<file path="config.mk">
export PLATFORM = sky130hd
export DESIGN_NAME = double_ended_queue
export DESIGN_NICKNAME = d
export VERILOG_FILES = /design/src/hdl/dq_pkg.sv /design/src/hdl/dq_ram.sv /design/src/hdl/dq_rsp_fifo.sv /design/src/hdl/double_ended_queue.sv
export VERILOG_INCLUDE_DIRS = /design/src /design/src/hdl
export SDC_FILE = /design/constraint.sdc
export NUM_CORES = 2
export LEC_CHECK = 0
export BUFFER_PORTS_ARGS = -buffer_cell sky130_fd_sc_hd__buf_2
export CAP_MARGIN = 30
export CORE_MARGIN = 3
export CORE_UTILIZATION = 60
export DETAILED_ROUTE_END_ITERATION = 6
export PLACE_DENSITY = 0.8
export REMOVE_ABC_BUFFERS = 1
export SLEW_MARGIN = 20
export SYNTH_ARGS = -nofsm -noshare
export SYNTH_HDL_FRONTEND = slang
export SYNTH_HIERARCHICAL = 1
export SYNTH_SLANG_ARGS = --single-unit
</file>
<file path="constraint.sdc">
create_clock -name clock -period 11.61 [get_ports clock]
set_clock_uncertainty 0.2 [all_clocks]
set_input_delay 1.7415 -clock clock [delete_from_list [all_inputs] [get_ports clock]]
set_output_delay 1.7415 -clock clock [all_outputs]
set_load 0.1 [all_outputs]
</file>
<file path="src/hdl/double_ended_queue_macros.svh">
// Assertion macros for the double-ended queue.
// Used by the top level; no other dependencies.
`ifndef DOUBLE_ENDED_QUEUE_MACROS_SVH
`define DOUBLE_ENDED_QUEUE_MACROS_SVH

`ifndef SYNTHESIS
`define DQ_ASSERT_IMPL(label, clk, rst, ante, cons) \
   label: assert property (@(posedge clk) disable iff (rst) (ante) |-> (cons)) \
      else $error("assertion failed: same-cycle implication");
`define DQ_ASSERT_NEXT(label, clk, rst, ante, cons) \
   label: assert property (@(posedge clk) disable iff (rst) (ante) |=> (cons)) \
      else $error("assertion failed: next-cycle implication");
`else
`define DQ_ASSERT_IMPL(label, clk, rst, ante, cons)
`define DQ_ASSERT_NEXT(label, clk, rst, ante, cons)
`endif

`endif

</file>
<file path="src/hdl/dq_pkg.sv">
// Shared types and codes for the double-ended queue.
// No dependencies; imported by every module of the block.
package dq_pkg;

   localparam int DATA_W          = 32;
   localparam int OP_W            = 3;
   localparam int STAT_W          = 2;
   localparam int DQ_DEPTH_DEF    = 64;
   localparam int RSP_FIFO_DEPTH  = 4;
   localparam int RSP_PTR_W       = $clog2(RSP_FIFO_DEPTH);
   localparam int RSP_LVL_W       = $clog2(RSP_FIFO_DEPTH + 1);

   // operation codes
   localparam logic [OP_W-1:0] OP_PUSH_FRONT = 3'd0;
   localparam logic [OP_W-1:0] OP_PUSH_REAR  = 3'd1;
   localparam logic [OP_W-1:0] OP_POP_FRONT  = 3'd2;
   localparam logic [OP_W-1:0] OP_POP_REAR   = 3'd3;
   localparam logic [OP_W-1:0] OP_DUMP       = 3'd4;

   // status codes
   localparam logic [STAT_W-1:0] STAT_OK    = 2'd0;
   localparam logic [STAT_W-1:0] STAT_EMPTY = 2'd1;
   localparam logic [STAT_W-1:0] STAT_FULL  = 2'd2;

   typedef struct packed {
      logic [STAT_W-1:0]        status;
      logic signed [DATA_W-1:0] item;
      logic                     last;
   } rsp_beat_type;

   typedef struct packed {
      logic         valid;
      rsp_beat_type beat;
   } rsp_push_type;

endpackage

</file>
<file path="src/hdl/dq_ram.sv">
// Ring store of the queue: one write port, one read port, registered read data.
// Depends on dq_pkg.
module dq_ram
   import dq_pkg::*;
#(
   parameter int DEPTH = DQ_DEPTH_DEF
) (
   input  logic                       clock,
   input  logic                       wr_en,
   input  logic [$clog2(DEPTH)-1:0]   wr_addr,
   input  logic signed [DATA_W-1:0]   wr_data,
   input  logic                       rd_en,
   input  logic [$clog2(DEPTH)-1:0]   rd_addr,
   output logic signed [DATA_W-1:0]   rd_data
);

   logic signed [DATA_W-1:0] mem [DEPTH];
   logic signed [DATA_W-1:0] rd_data_ff;

   always_ff @(posedge clock) begin
      if (wr_en) begin
         mem[wr_addr] <= wr_data;
      end
      if (rd_en) begin
         rd_data_ff <= mem[rd_addr];
      end
   end

   assign rd_data = rd_data_ff;

endmodule

</file>
<file path="src/hdl/dq_rsp_fifo.sv">
// Small result FIFO that decouples the control from the result channel.
// Depends on dq_pkg.
module dq_rsp_fifo
   import dq_pkg::*;
(
   input  logic                   clock,
   input  logic                   reset,
   input  rsp_push_type           push,
   output logic [RSP_LVL_W-1:0]   level,
   output logic                   rsp_tvalid,
   input  logic                   rsp_tready,
   output logic [DATA_W-1:0]      rsp_tdata,   // [31:0] item
   output logic [STAT_W-1:0]      rsp_tuser,   // [1:0] status
   output logic                   rsp_tlast
);

   rsp_beat_type            buf_ff [RSP_FIFO_DEPTH];
   logic [RSP_PTR_W-1:0]    wr_ptr_ff, wr_ptr_in;
   logic [RSP_PTR_W-1:0]    rd_ptr_ff, rd_ptr_in;
   logic [RSP_LVL_W-1:0]    level_ff, level_in;
   logic                    pop;

   assign rsp_tvalid = (level_ff != '0);
   assign pop        = rsp_tvalid && rsp_tready;
   assign rsp_tdata  = buf_ff[rd_ptr_ff].item;
   assign rsp_tuser  = buf_ff[rd_ptr_ff].status;
   assign rsp_tlast  = buf_ff[rd_ptr_ff].last;
   assign level      = level_ff;

   always_comb begin
      wr_ptr_in = wr_ptr_ff;
      rd_ptr_in = rd_ptr_ff;
      level_in  = level_ff;
      if (push.valid) begin
         wr_ptr_in = wr_ptr_ff + RSP_PTR_W'(1);
      end
      if (pop) begin
         rd_ptr_in = rd_ptr_ff + RSP_PTR_W'(1);
      end
      if (push.valid && !pop) begin
         level_in = level_ff + RSP_LVL_W'(1);
      end else if (!push.valid && pop) begin
         level_in = level_ff - RSP_LVL_W'(1);
      end
   end

   always_ff @(posedge clock) begin
      if (reset) begin
         wr_ptr_ff <= '0;
         rd_ptr_ff <= '0;
         level_ff  <= '0;
      end else begin
         wr_ptr_ff <= wr_ptr_in;
         rd_ptr_ff <= rd_ptr_in;
         level_ff  <= level_in;
      end
   end

   always_ff @(posedge clock) begin
      if (push.valid) begin
         buf_ff[wr_ptr_ff] <= push.beat;
      end
   end

endmodule

</file>
<file path="src/hdl/double_ended_queue.sv">
// Bounded double-ended queue of signed 32-bit values held in a single-port-write,
// registered-read ring RAM of DEPTH entries, tracked by a head index and a fill
// count. Push front/rear and pop front/rear give one status beat each (ok, empty
// on a pop of an empty queue, full on a push to a full queue); codes 5 to 7 are
// absorbed with no result. A dump streams every stored value front to rear, one
// RAM read per cycle while the result FIFO has room, tlast on the final one: it
// holds req_tready low until the last read data has landed in the FIFO (an empty
// dump gives a single empty beat). Results pass through a four-beat FIFO, so the
// request side keeps moving while the result side stalls, until that FIFO fills.
// The RAM needs no clearing pass after reset; only written entries are ever read.
// Depends on dq_pkg, dq_ram, dq_rsp_fifo and double_ended_queue_macros.svh.
`include "double_ended_queue_macros.svh"

module double_ended_queue
   import dq_pkg::*;
#(
   parameter int DEPTH = DQ_DEPTH_DEF
) (
   input  logic                clock,
   input  logic                reset,
   // request channel
   input  logic                req_tvalid,
   output logic                req_tready,
   input  logic [DATA_W-1:0]   req_tdata,   // [31:0] value
   input  logic [OP_W-1:0]     req_tuser,   // [2:0] operation
   // result channel
   output logic                rsp_tvalid,
   input  logic                rsp_tready,
   output logic [DATA_W-1:0]   rsp_tdata,   // [31:0] item
   output logic [STAT_W-1:0]   rsp_tuser,   // [1:0] status
   output logic                rsp_tlast    // last beat caused by this request
);

   localparam int IDX_W = $clog2(DEPTH);
   localparam int CNT_W = $clog2(DEPTH + 1);
   localparam int SUM_W = CNT_W + 1;

   // control states
   localparam logic S_IDLE = 1'b0;
   localparam logic S_DUMP = 1'b1;

   logic                   state_ff, state_in;
   logic [IDX_W-1:0]       head_ff, head_in;
   logic [CNT_W-1:0]       cnt_ff, cnt_in;
   logic [IDX_W-1:0]       dump_addr_ff, dump_addr_in;
   logic [CNT_W-1:0]       dump_left_ff, dump_left_in;
   logic                   rd_pend_ff, rd_pend_in;     // RAM read data lands this cycle
   logic                   pend_last_ff, pend_last_in;

   logic                   wr_en;
   logic [IDX_W-1:0]       wr_addr;
   logic                   rd_en;
   logic signed [DATA_W-1:0] rd_data;

   rsp_push_type           rsp_push;
   logic [RSP_LVL_W-1:0]   rsp_level;
   logic                   room;
   logic                   req_acc;
   logic                   full;
   logic                   empty;
   logic [IDX_W-1:0]       head_inc;
   logic [IDX_W-1:0]       head_dec;
   logic [IDX_W-1:0]       dump_inc;
   logic [SUM_W-1:0]       rear_sum;
   logic [IDX_W-1:0]       rear_addr;

   // FIFO space counts the read already in flight
   assign room       = (rsp_level + RSP_LVL_W'(rd_pend_ff)) < RSP_LVL_W'(RSP_FIFO_DEPTH);
   assign req_tready = (state_ff == S_IDLE) && !rd_pend_ff && room;
   assign req_acc    = req_tvalid && req_tready;

   assign full  = (cnt_ff == CNT_W'(DEPTH));
   assign empty = (cnt_ff == '0);

   // modulo-DEPTH index arithmetic
   assign head_inc  = (head_ff == IDX_W'(DEPTH - 1)) ? '0 : head_ff + IDX_W'(1);
   assign head_dec  = (head_ff == '0) ? IDX_W'(DEPTH - 1) : head_ff - IDX_W'(1);
   assign dump_inc  = (dump_addr_ff == IDX_W'(DEPTH - 1)) ? '0 : dump_addr_ff + IDX_W'(1);
   assign rear_sum  = SUM_W'(head_ff) + SUM_W'(cnt_ff);
   assign rear_addr = (rear_sum >= SUM_W'(DEPTH)) ? IDX_W'(rear_sum - SUM_W'(DEPTH))
                                                  : IDX_W'(rear_sum);

   always_comb begin
      state_in      = state_ff;
      head_in       = head_ff;
      cnt_in        = cnt_ff;
      dump_addr_in  = dump_addr_ff;
      dump_left_in  = dump_left_ff;
      rd_pend_in    = 1'b0;
      pend_last_in  = pend_last_ff;
      wr_en         = 1'b0;
      wr_addr       = rear_addr;
      rd_en         = 1'b0;
      rsp_push.valid       = 1'b0;
      rsp_push.beat.status = STAT_OK;
      rsp_push.beat.item   = '0;
      rsp_push.beat.last   = 1'b1;

      // dump data coming back from the RAM
      if (rd_pend_ff) begin
         rsp_push.valid       = 1'b1;
         rsp_push.beat.status = STAT_OK;
         rsp_push.beat.item   = rd_data;
         rsp_push.beat.last   = pend_last_ff;
      end

      unique case (state_ff)
         S_IDLE: begin
            if (req_acc) begin
               unique case (req_tuser)
                  OP_PUSH_FRONT: begin
                     rsp_push.valid = 1'b1;
                     if (full) begin
                        rsp_push.beat.status = STAT_FULL;
                     end else begin
                        head_in = head_dec;
                        wr_en   = 1'b1;
                        wr_addr = head_dec;
                        cnt_in  = cnt_ff + CNT_W'(1);
                     end
                  end
                  OP_PUSH_REAR: begin
                     rsp_push.valid = 1'b1;
                     if (full) begin
                        rsp_push.beat.status = STAT_FULL;
                     end else begin
                        wr_en   = 1'b1;
                        wr_addr = rear_addr;
                        cnt_in  = cnt_ff + CNT_W'(1);
                     end
                  end
                  OP_POP_FRONT: begin
                     rsp_push.valid = 1'b1;
                     if (empty) begin
                        rsp_push.beat.status = STAT_EMPTY;
                     end else begin
                        head_in = head_inc;
                        cnt_in  = cnt_ff - CNT_W'(1);
                     end
                  end
                  OP_POP_REAR: begin
                     rsp_push.valid = 1'b1;
                     if (empty) begin
                        rsp_push.beat.status = STAT_EMPTY;
                     end else begin
                        cnt_in = cnt_ff - CNT_W'(1);
                     end
                  end
                  OP_DUMP: begin
                     if (empty) begin
                        rsp_push.valid       = 1'b1;
                        rsp_push.beat.status = STAT_EMPTY;
                     end else begin
                        state_in     = S_DUMP;
                        dump_addr_in = head_ff;
                        dump_left_in = cnt_ff;
                     end
                  end
                  default: begin
                     // unknown code: dropped silently
                  end
               endcase
            end
         end
         S_DUMP: begin
            if (room) begin
               rd_en        = 1'b1;
               rd_pend_in   = 1'b1;
               pend_last_in = (dump_left_ff == CNT_W'(1));
               dump_addr_in = dump_inc;
               dump_left_in = dump_left_ff - CNT_W'(1);
               if (dump_left_ff == CNT_W'(1)) begin
                  state_in = S_IDLE;
               end
            end
         end
         default: begin
            state_in = S_IDLE;
         end
      endcase
   end

   always_ff @(posedge clock) begin
      if (reset) begin
         state_ff   <= S_IDLE;
         head_ff    <= '0;
         cnt_ff     <= '0;
         rd_pend_ff <= 1'b0;
      end else begin
         state_ff   <= state_in;
         head_ff    <= head_in;
         cnt_ff     <= cnt_in;
         rd_pend_ff <= rd_pend_in;
      end
   end

   always_ff @(posedge clock) begin
      dump_addr_ff <= dump_addr_in;
      dump_left_ff <= dump_left_in;
      pend_last_ff <= pend_last_in;
   end

   dq_ram #(
      .DEPTH (DEPTH)
   ) u_ram (
      .clock   (clock),
      .wr_en   (wr_en),
      .wr_addr (wr_addr),
      .wr_data (signed'(req_tdata)),
      .rd_en   (rd_en),
      .rd_addr (dump_addr_ff),
      .rd_data (rd_data)
   );

   dq_rsp_fifo u_rsp_fifo (
      .clock      (clock),
      .reset      (reset),
      .push       (rsp_push),
      .level      (rsp_level),
      .rsp_tvalid (rsp_tvalid),
      .rsp_tready (rsp_tready),
      .rsp_tdata  (rsp_tdata),
      .rsp_tuser  (rsp_tuser),
      .rsp_tlast  (rsp_tlast)
   );

   // fill count never passes the bound
   `DQ_ASSERT_IMPL(a_cnt_bound, clock, reset, 1'b1, cnt_ff <= CNT_W'(DEPTH))
   // a request is never taken while dump data is landing (one FIFO write port)
   `DQ_ASSERT_IMPL(a_no_double_enq, clock, reset, rd_pend_ff, !req_acc)
   // queue contents are frozen for the length of a dump
   `DQ_ASSERT_NEXT(a_dump_frozen, clock, reset, state_ff == S_DUMP, cnt_ff == $past(cnt_ff))
   // an accepted push into a non-full queue grows it by one
   `DQ_ASSERT_NEXT(a_push_grows, clock, reset,
      req_acc && !full && (req_tuser == OP_PUSH_FRONT || req_tuser == OP_PUSH_REAR),
      cnt_ff == $past(cnt_ff) + CNT_W'(1))

endmodule
</file>
==> summary.txt <==
Clocking
  • Total clock buffers created by CTS: about 210
  • Clock slew at reported path FFs: roughly 0.06 ns
  • TritonCTS clock tree: done
  • Post CTS Setup Buffer Count: 0
  • Worst-Skew Late Latency: between 0.8 and 0.9 ns
  • PostCTS Resize Cnt: 0
  • CTS H-tree depth: 4
  • TritonCTS sink count: roughly 2300
  • Number of buffers between clock root and the deepest sink: 3
  • Number of hold-repair buffers added at the cts stage: 0
  • Buffer type at the clock tree root: sky130_fd_sc_hd__clkbuf_16

GRT
  • Initial antenna violation count: 13
  • Wire length of the first global-routing pass: 328 mm
  • Vias in the first global route: approximately 44000
  • Maximum number of pins on one net before global-route repair: about 110
  • Grt total ovfl: 0
  • All-layer global routing usage: around 31%

Synth
  • Number of flops mapped to enable cells by yosys: roughly 2200
  • Area share of the largest cell type after synthesis: between 70 and 80%
  • Share of flip-flops with an asynchronous set or reset after synthesis: 0%
  • Largest cells by area after synthesis: sky130_fd_sc_hd__edfxtp_1 77%, sky130_fd_sc_hd__mux4_2 15%, sky130_fd_sc_hd__mux2i_1 1.1%
  • Predominant post-synthesis flop cell: sky130_fd_sc_hd__edfxtp_1
  • Number of register bits inferred by synthesis: between 2000 and 2500
  • Register area share after synthesis: just under 80%
  • Post-Synthesis Cells: 3864
  • Cell taking the most area after synthesis: sky130_fd_sc_hd__edfxtp_1
  • Post-synth cell types: 65
  • Synth warn: 6
  • Mean post-synth cell area: 22.5 sq um
  • Post-synthesis cell area: roughly 87000 sq um

STA
  • Final Setup Violations: 0
  • RSZ-0062 raised after global routing: false
  • Final period utilization: roughly 51%
  • Final critical-path required period: 5.89 ns
  • Hold Vio Cnt, Final: 0
  • Number of pins with negative max-slew slack in the final report: 0
  • Hold slack: 0.342 ns
  • Least setup slack across all paths after layout: ~5.7 ns
  • Worst-margin pin slew: around 1.1 ns
  • Max transition margin: about a quarter
  • Fmax: between 0.15 and 0.2 GHz

Placed design
  • Port buffer count: between 70 and 80
  • DP Wirelength: between 100 and 150 mm
  • Placement-stage worst setup slack: roughly 5.1 ns
  • Global placer's final weighted congestion: approximately 0.90

Cells and area
  • Final net count: around 4200
  • Share of final-layout standard cells stronger than drive strength 1: 28.1%
  • Final design utilization: roughly 70%
  • # fillers: between 7000 and 8000
  • Most common library cell in the layout ignoring fill and taps: sky130_fd_sc_hd__edfxtp_1
  • Synth-to-Final Area Change: 13.3%
  • Most frequent cells in the layout: 2234 x sky130_fd_sc_hd__edfxtp_1, 574 x sky130_fd_sc_hd__mux4_2, 210 x sky130_fd_sc_hd__clkbuf_16, 117 x sky130_fd_sc_hd__nor2_1, 99 x sky130_fd_sc_hd__mux2i_1

Route
  • First drt pass iteration count: 7
  • Via density: 7.11
  • Total wire length: about 230 mm
  • Post-detailed-route wirelength per cell: 37.5 microns
  • DRC violation count after routing: 1
  • Drt initial violations: between 7000 and 8000
  • Post-DRT Antenna Nets: 0
  • Vias: roughly 44000

Setup path
  • Buffers & Inverters on Critical Path: 2
  • Master of the slowest instance on the critical path: sky130_fd_sc_hd__nand3_1
  • Highest net fanout along the worst path: 18
  • CP delay by family, top: simple AND/OR/NAND/NOR gates
  • Most used cell, CP: sky130_fd_sc_hd__nor2_1
  • CP Data Required Time: between 10 and 15 ns
  • Worst-case register-to-register setup slack: approximately 6 ns
  • WS Path Type: input pin to flop
  • Data arrival at the endpoint of the critical path: a little over 6 ns
  • Capturing point of the worst reg2reg path: u_ram/mem[13][27]$_DFFE_PP_
  • Nature of the critical path endpoint: flop
  • Longest individual stage delay on the worst path: approximately 1.1 ns
  • R2R Path Start: state_ff$_SDFF_PP0_
  • Cells along the critical path: buf_2 > or4b_1 > nor2_1 > and3_1 > nor2_1 > a31oi_1 > nand3_1 > nor2_4 > buf_16
  • R2R cell count: 8
  • Termination of the worst setup path: u_ram/mem[13][27]$_DFFE_PP_
  • CP Depth: 9
  • Critical path origin: req_tvalid
  • Startpoint type of the worst setup path: input pin

Floorplan
  • Die extent in y: 386 microns
  • Number of placement rows: ~140
  • IO Pins: 76
  • Core region area: approximately 140000 sq um
  • Width of the die: between 300 and 400 microns
  • Full die area: 149000 sq um
  • Starting density of the core: 60.9%

Power
  • Power density of the placed cells: ~180 nW/um^2
  • Worst vdd ir: 179 uV
  • Leak Pwr: a little over 30 nW

Run status
  • Outcome: complete, but fails checks
  • Failing checks: design-rule violations

Worst hold path
  • Worst min-delay path category: flop to flop

Job
  • Max-Cap Viols: 0
cell usage after synthesis, types with 7 or more instances:
| cell type | n |
|---|---|
| sky130_fd_sc_hd__nor3_1 | 14 |
| sky130_fd_sc_hd__buf_6 | 7 |
| sky130_fd_sc_hd__buf_2 | 61 |
| sky130_fd_sc_hd__buf_1 | 21 |
| sky130_fd_sc_hd__o21ai_0 | 16 |
| sky130_fd_sc_hd__clkbuf_1 | 91 |
| sky130_fd_sc_hd__or3_1 | 7 |
| sky130_fd_sc_hd__mux4_2 | 574 |
| sky130_fd_sc_hd__a311oi_1 | 10 |
| sky130_fd_sc_hd__o22ai_1 | 88 |
| sky130_fd_sc_hd__nand2b_1 | 12 |
| sky130_fd_sc_hd__inv_1 | 15 |
| sky130_fd_sc_hd__xor2_1 | 17 |
| sky130_fd_sc_hd__nand3_1 | 13 |
| sky130_fd_sc_hd__nor2_1 | 179 |
| sky130_fd_sc_hd__ha_1 | 20 |
| sky130_fd_sc_hd__mux2i_1 | 99 |
| sky130_fd_sc_hd__nor2b_1 | 15 |
| sky130_fd_sc_hd__edfxtp_1 | 2234 |
| sky130_fd_sc_hd__buf_4 | 25 |
| sky130_fd_sc_hd__a21oi_1 | 89 |
| sky130_fd_sc_hd__and2_1 | 39 |
| sky130_fd_sc_hd__nand2_1 | 54 |
| sky130_fd_sc_hd__dfxtp_1 | 24 |
| sky130_fd_sc_hd__a22oi_1 | 12 |
| sky130_fd_sc_hd__o221ai_1 | 27 |
| sky130_fd_sc_hd__xnor2_1 | 14 |
| sky130_fd_sc_hd__and3_1 | 7 |
routing by layer:
layer	global-route usage, %	wire, microns	vias up
met5	0	13	-
met2	48.7	112000	3844
li1	-	-	16800
met4	12.4	11500	2
met1	42.4	76600	22600
met3	8.04	31700	550
logic make-up after synthesis:
kind of cell	after synthesis	share of synthesized area [%]
AOI/OAI and AO/OA	278	2.07
and+or+nand+nor	373	2.03
adders and majority gates	22	0.334
buffers and inverters	224	1.28
xor gates and xnor gates	31	0.313
DFF	2258	77.8
muxes	678	16.2
layout make-up:
type	count	area [sq um]	share of cell area (%)
antenna	6	15.0	0.0153
clock buffer	244	5380	5.47
clock inverter	141	1670	1.69
inverter	15	56.3	0.0572
multi-input combinational	1382	18700	19.0
sequential	2258	67600	68.7
tap	1890	2360	2.40
timing repair buffer	227	2650	2.69
through the flow:
step / TNS (ns) / instance area, sq um / instances / power, mW
2_1_floorplan: -385.87 / 85800 / 3655 / 10.6
3_3_place_gp: 0 / 89700 / 5705 / 10.9
3_5_place_dp: 0 / 91000 / 5761 / 10.9
4_1_cts: 0 / 98100 / 6146 / 17.9
5_1_grt: 0 / 98400 / 6157 / 18.3
6_report: 0 / 98400 / 6163 / 17.9
how the worst min path moves through the flow:
| stage | slack [ns] | cells after the start | startpoint | end |
|---|---|---|---|---|
| 3_3_place_gp | 0.31 | 2 | u_rsp_fifo/rd_ptr_ff[0]$_SDFFE_PP0P_ | u_rsp_fifo/rd_ptr_ff[0]$_SDFFE_PP0P_ |
| 4_1_cts | 0.35 | 2 | u_rsp_fifo/rd_ptr_ff[0]$_SDFFE_PP0P_ | u_rsp_fifo/rd_ptr_ff[0]$_SDFFE_PP0P_ |
| 3_5_place_dp | 0.32 | 2 | u_rsp_fifo/rd_ptr_ff[0]$_SDFFE_PP0P_ | flop |
| 5_1_grt | 0.39 | 2 | u_rsp_fifo/rd_ptr_ff[0]$_SDFFE_PP0P_ | u_rsp_fifo/rd_ptr_ff[0]$_SDFFE_PP0P_ |
| 6_report | 0.34 | 2 | u_rsp_fifo/rd_ptr_ff[0]$_SDFFE_PP0P_ | flop |
| 2_1_floorplan | 0.28 | 2 | u_rsp_fifo/rd_ptr_ff[1]$_SDFFE_PP0P_ | flop |
worst min-delay path: cells and delay by family, from the launching register on:
family / cells / cell delay [ns]
xor+xnor: 1 / 0.09
simple gates: 1 / 0.08
flops: 1 / 0.34
power by group:
part	internal (mW)	leakage [nW]	switching (mW)
Clock	4.04	3.43	3.04
Combinational	0.476	7.07	1.26
Sequential	9.05	20.4	0.0531
Total	13.6	30.9	4.34
flip-flops by register name (all words and copies together) (netlist names), named ones only:
register / count
u_ram/mem: 2048
u_rsp_fifo/buf_ff: 140
u_ram/rd_data: 32
cnt_ff: 7
dump_left_ff: 7
dump_addr_ff: 6
head_ff: 6
u_rsp_fifo/level: 3
u_rsp_fifo/rd_ptr_ff: 2
u_rsp_fifo/wr_ptr_ff: 2
pend_last_ff: 1
rd_pend_ff: 1
state_ff: 1
Power figures use the tool's default switching activity.
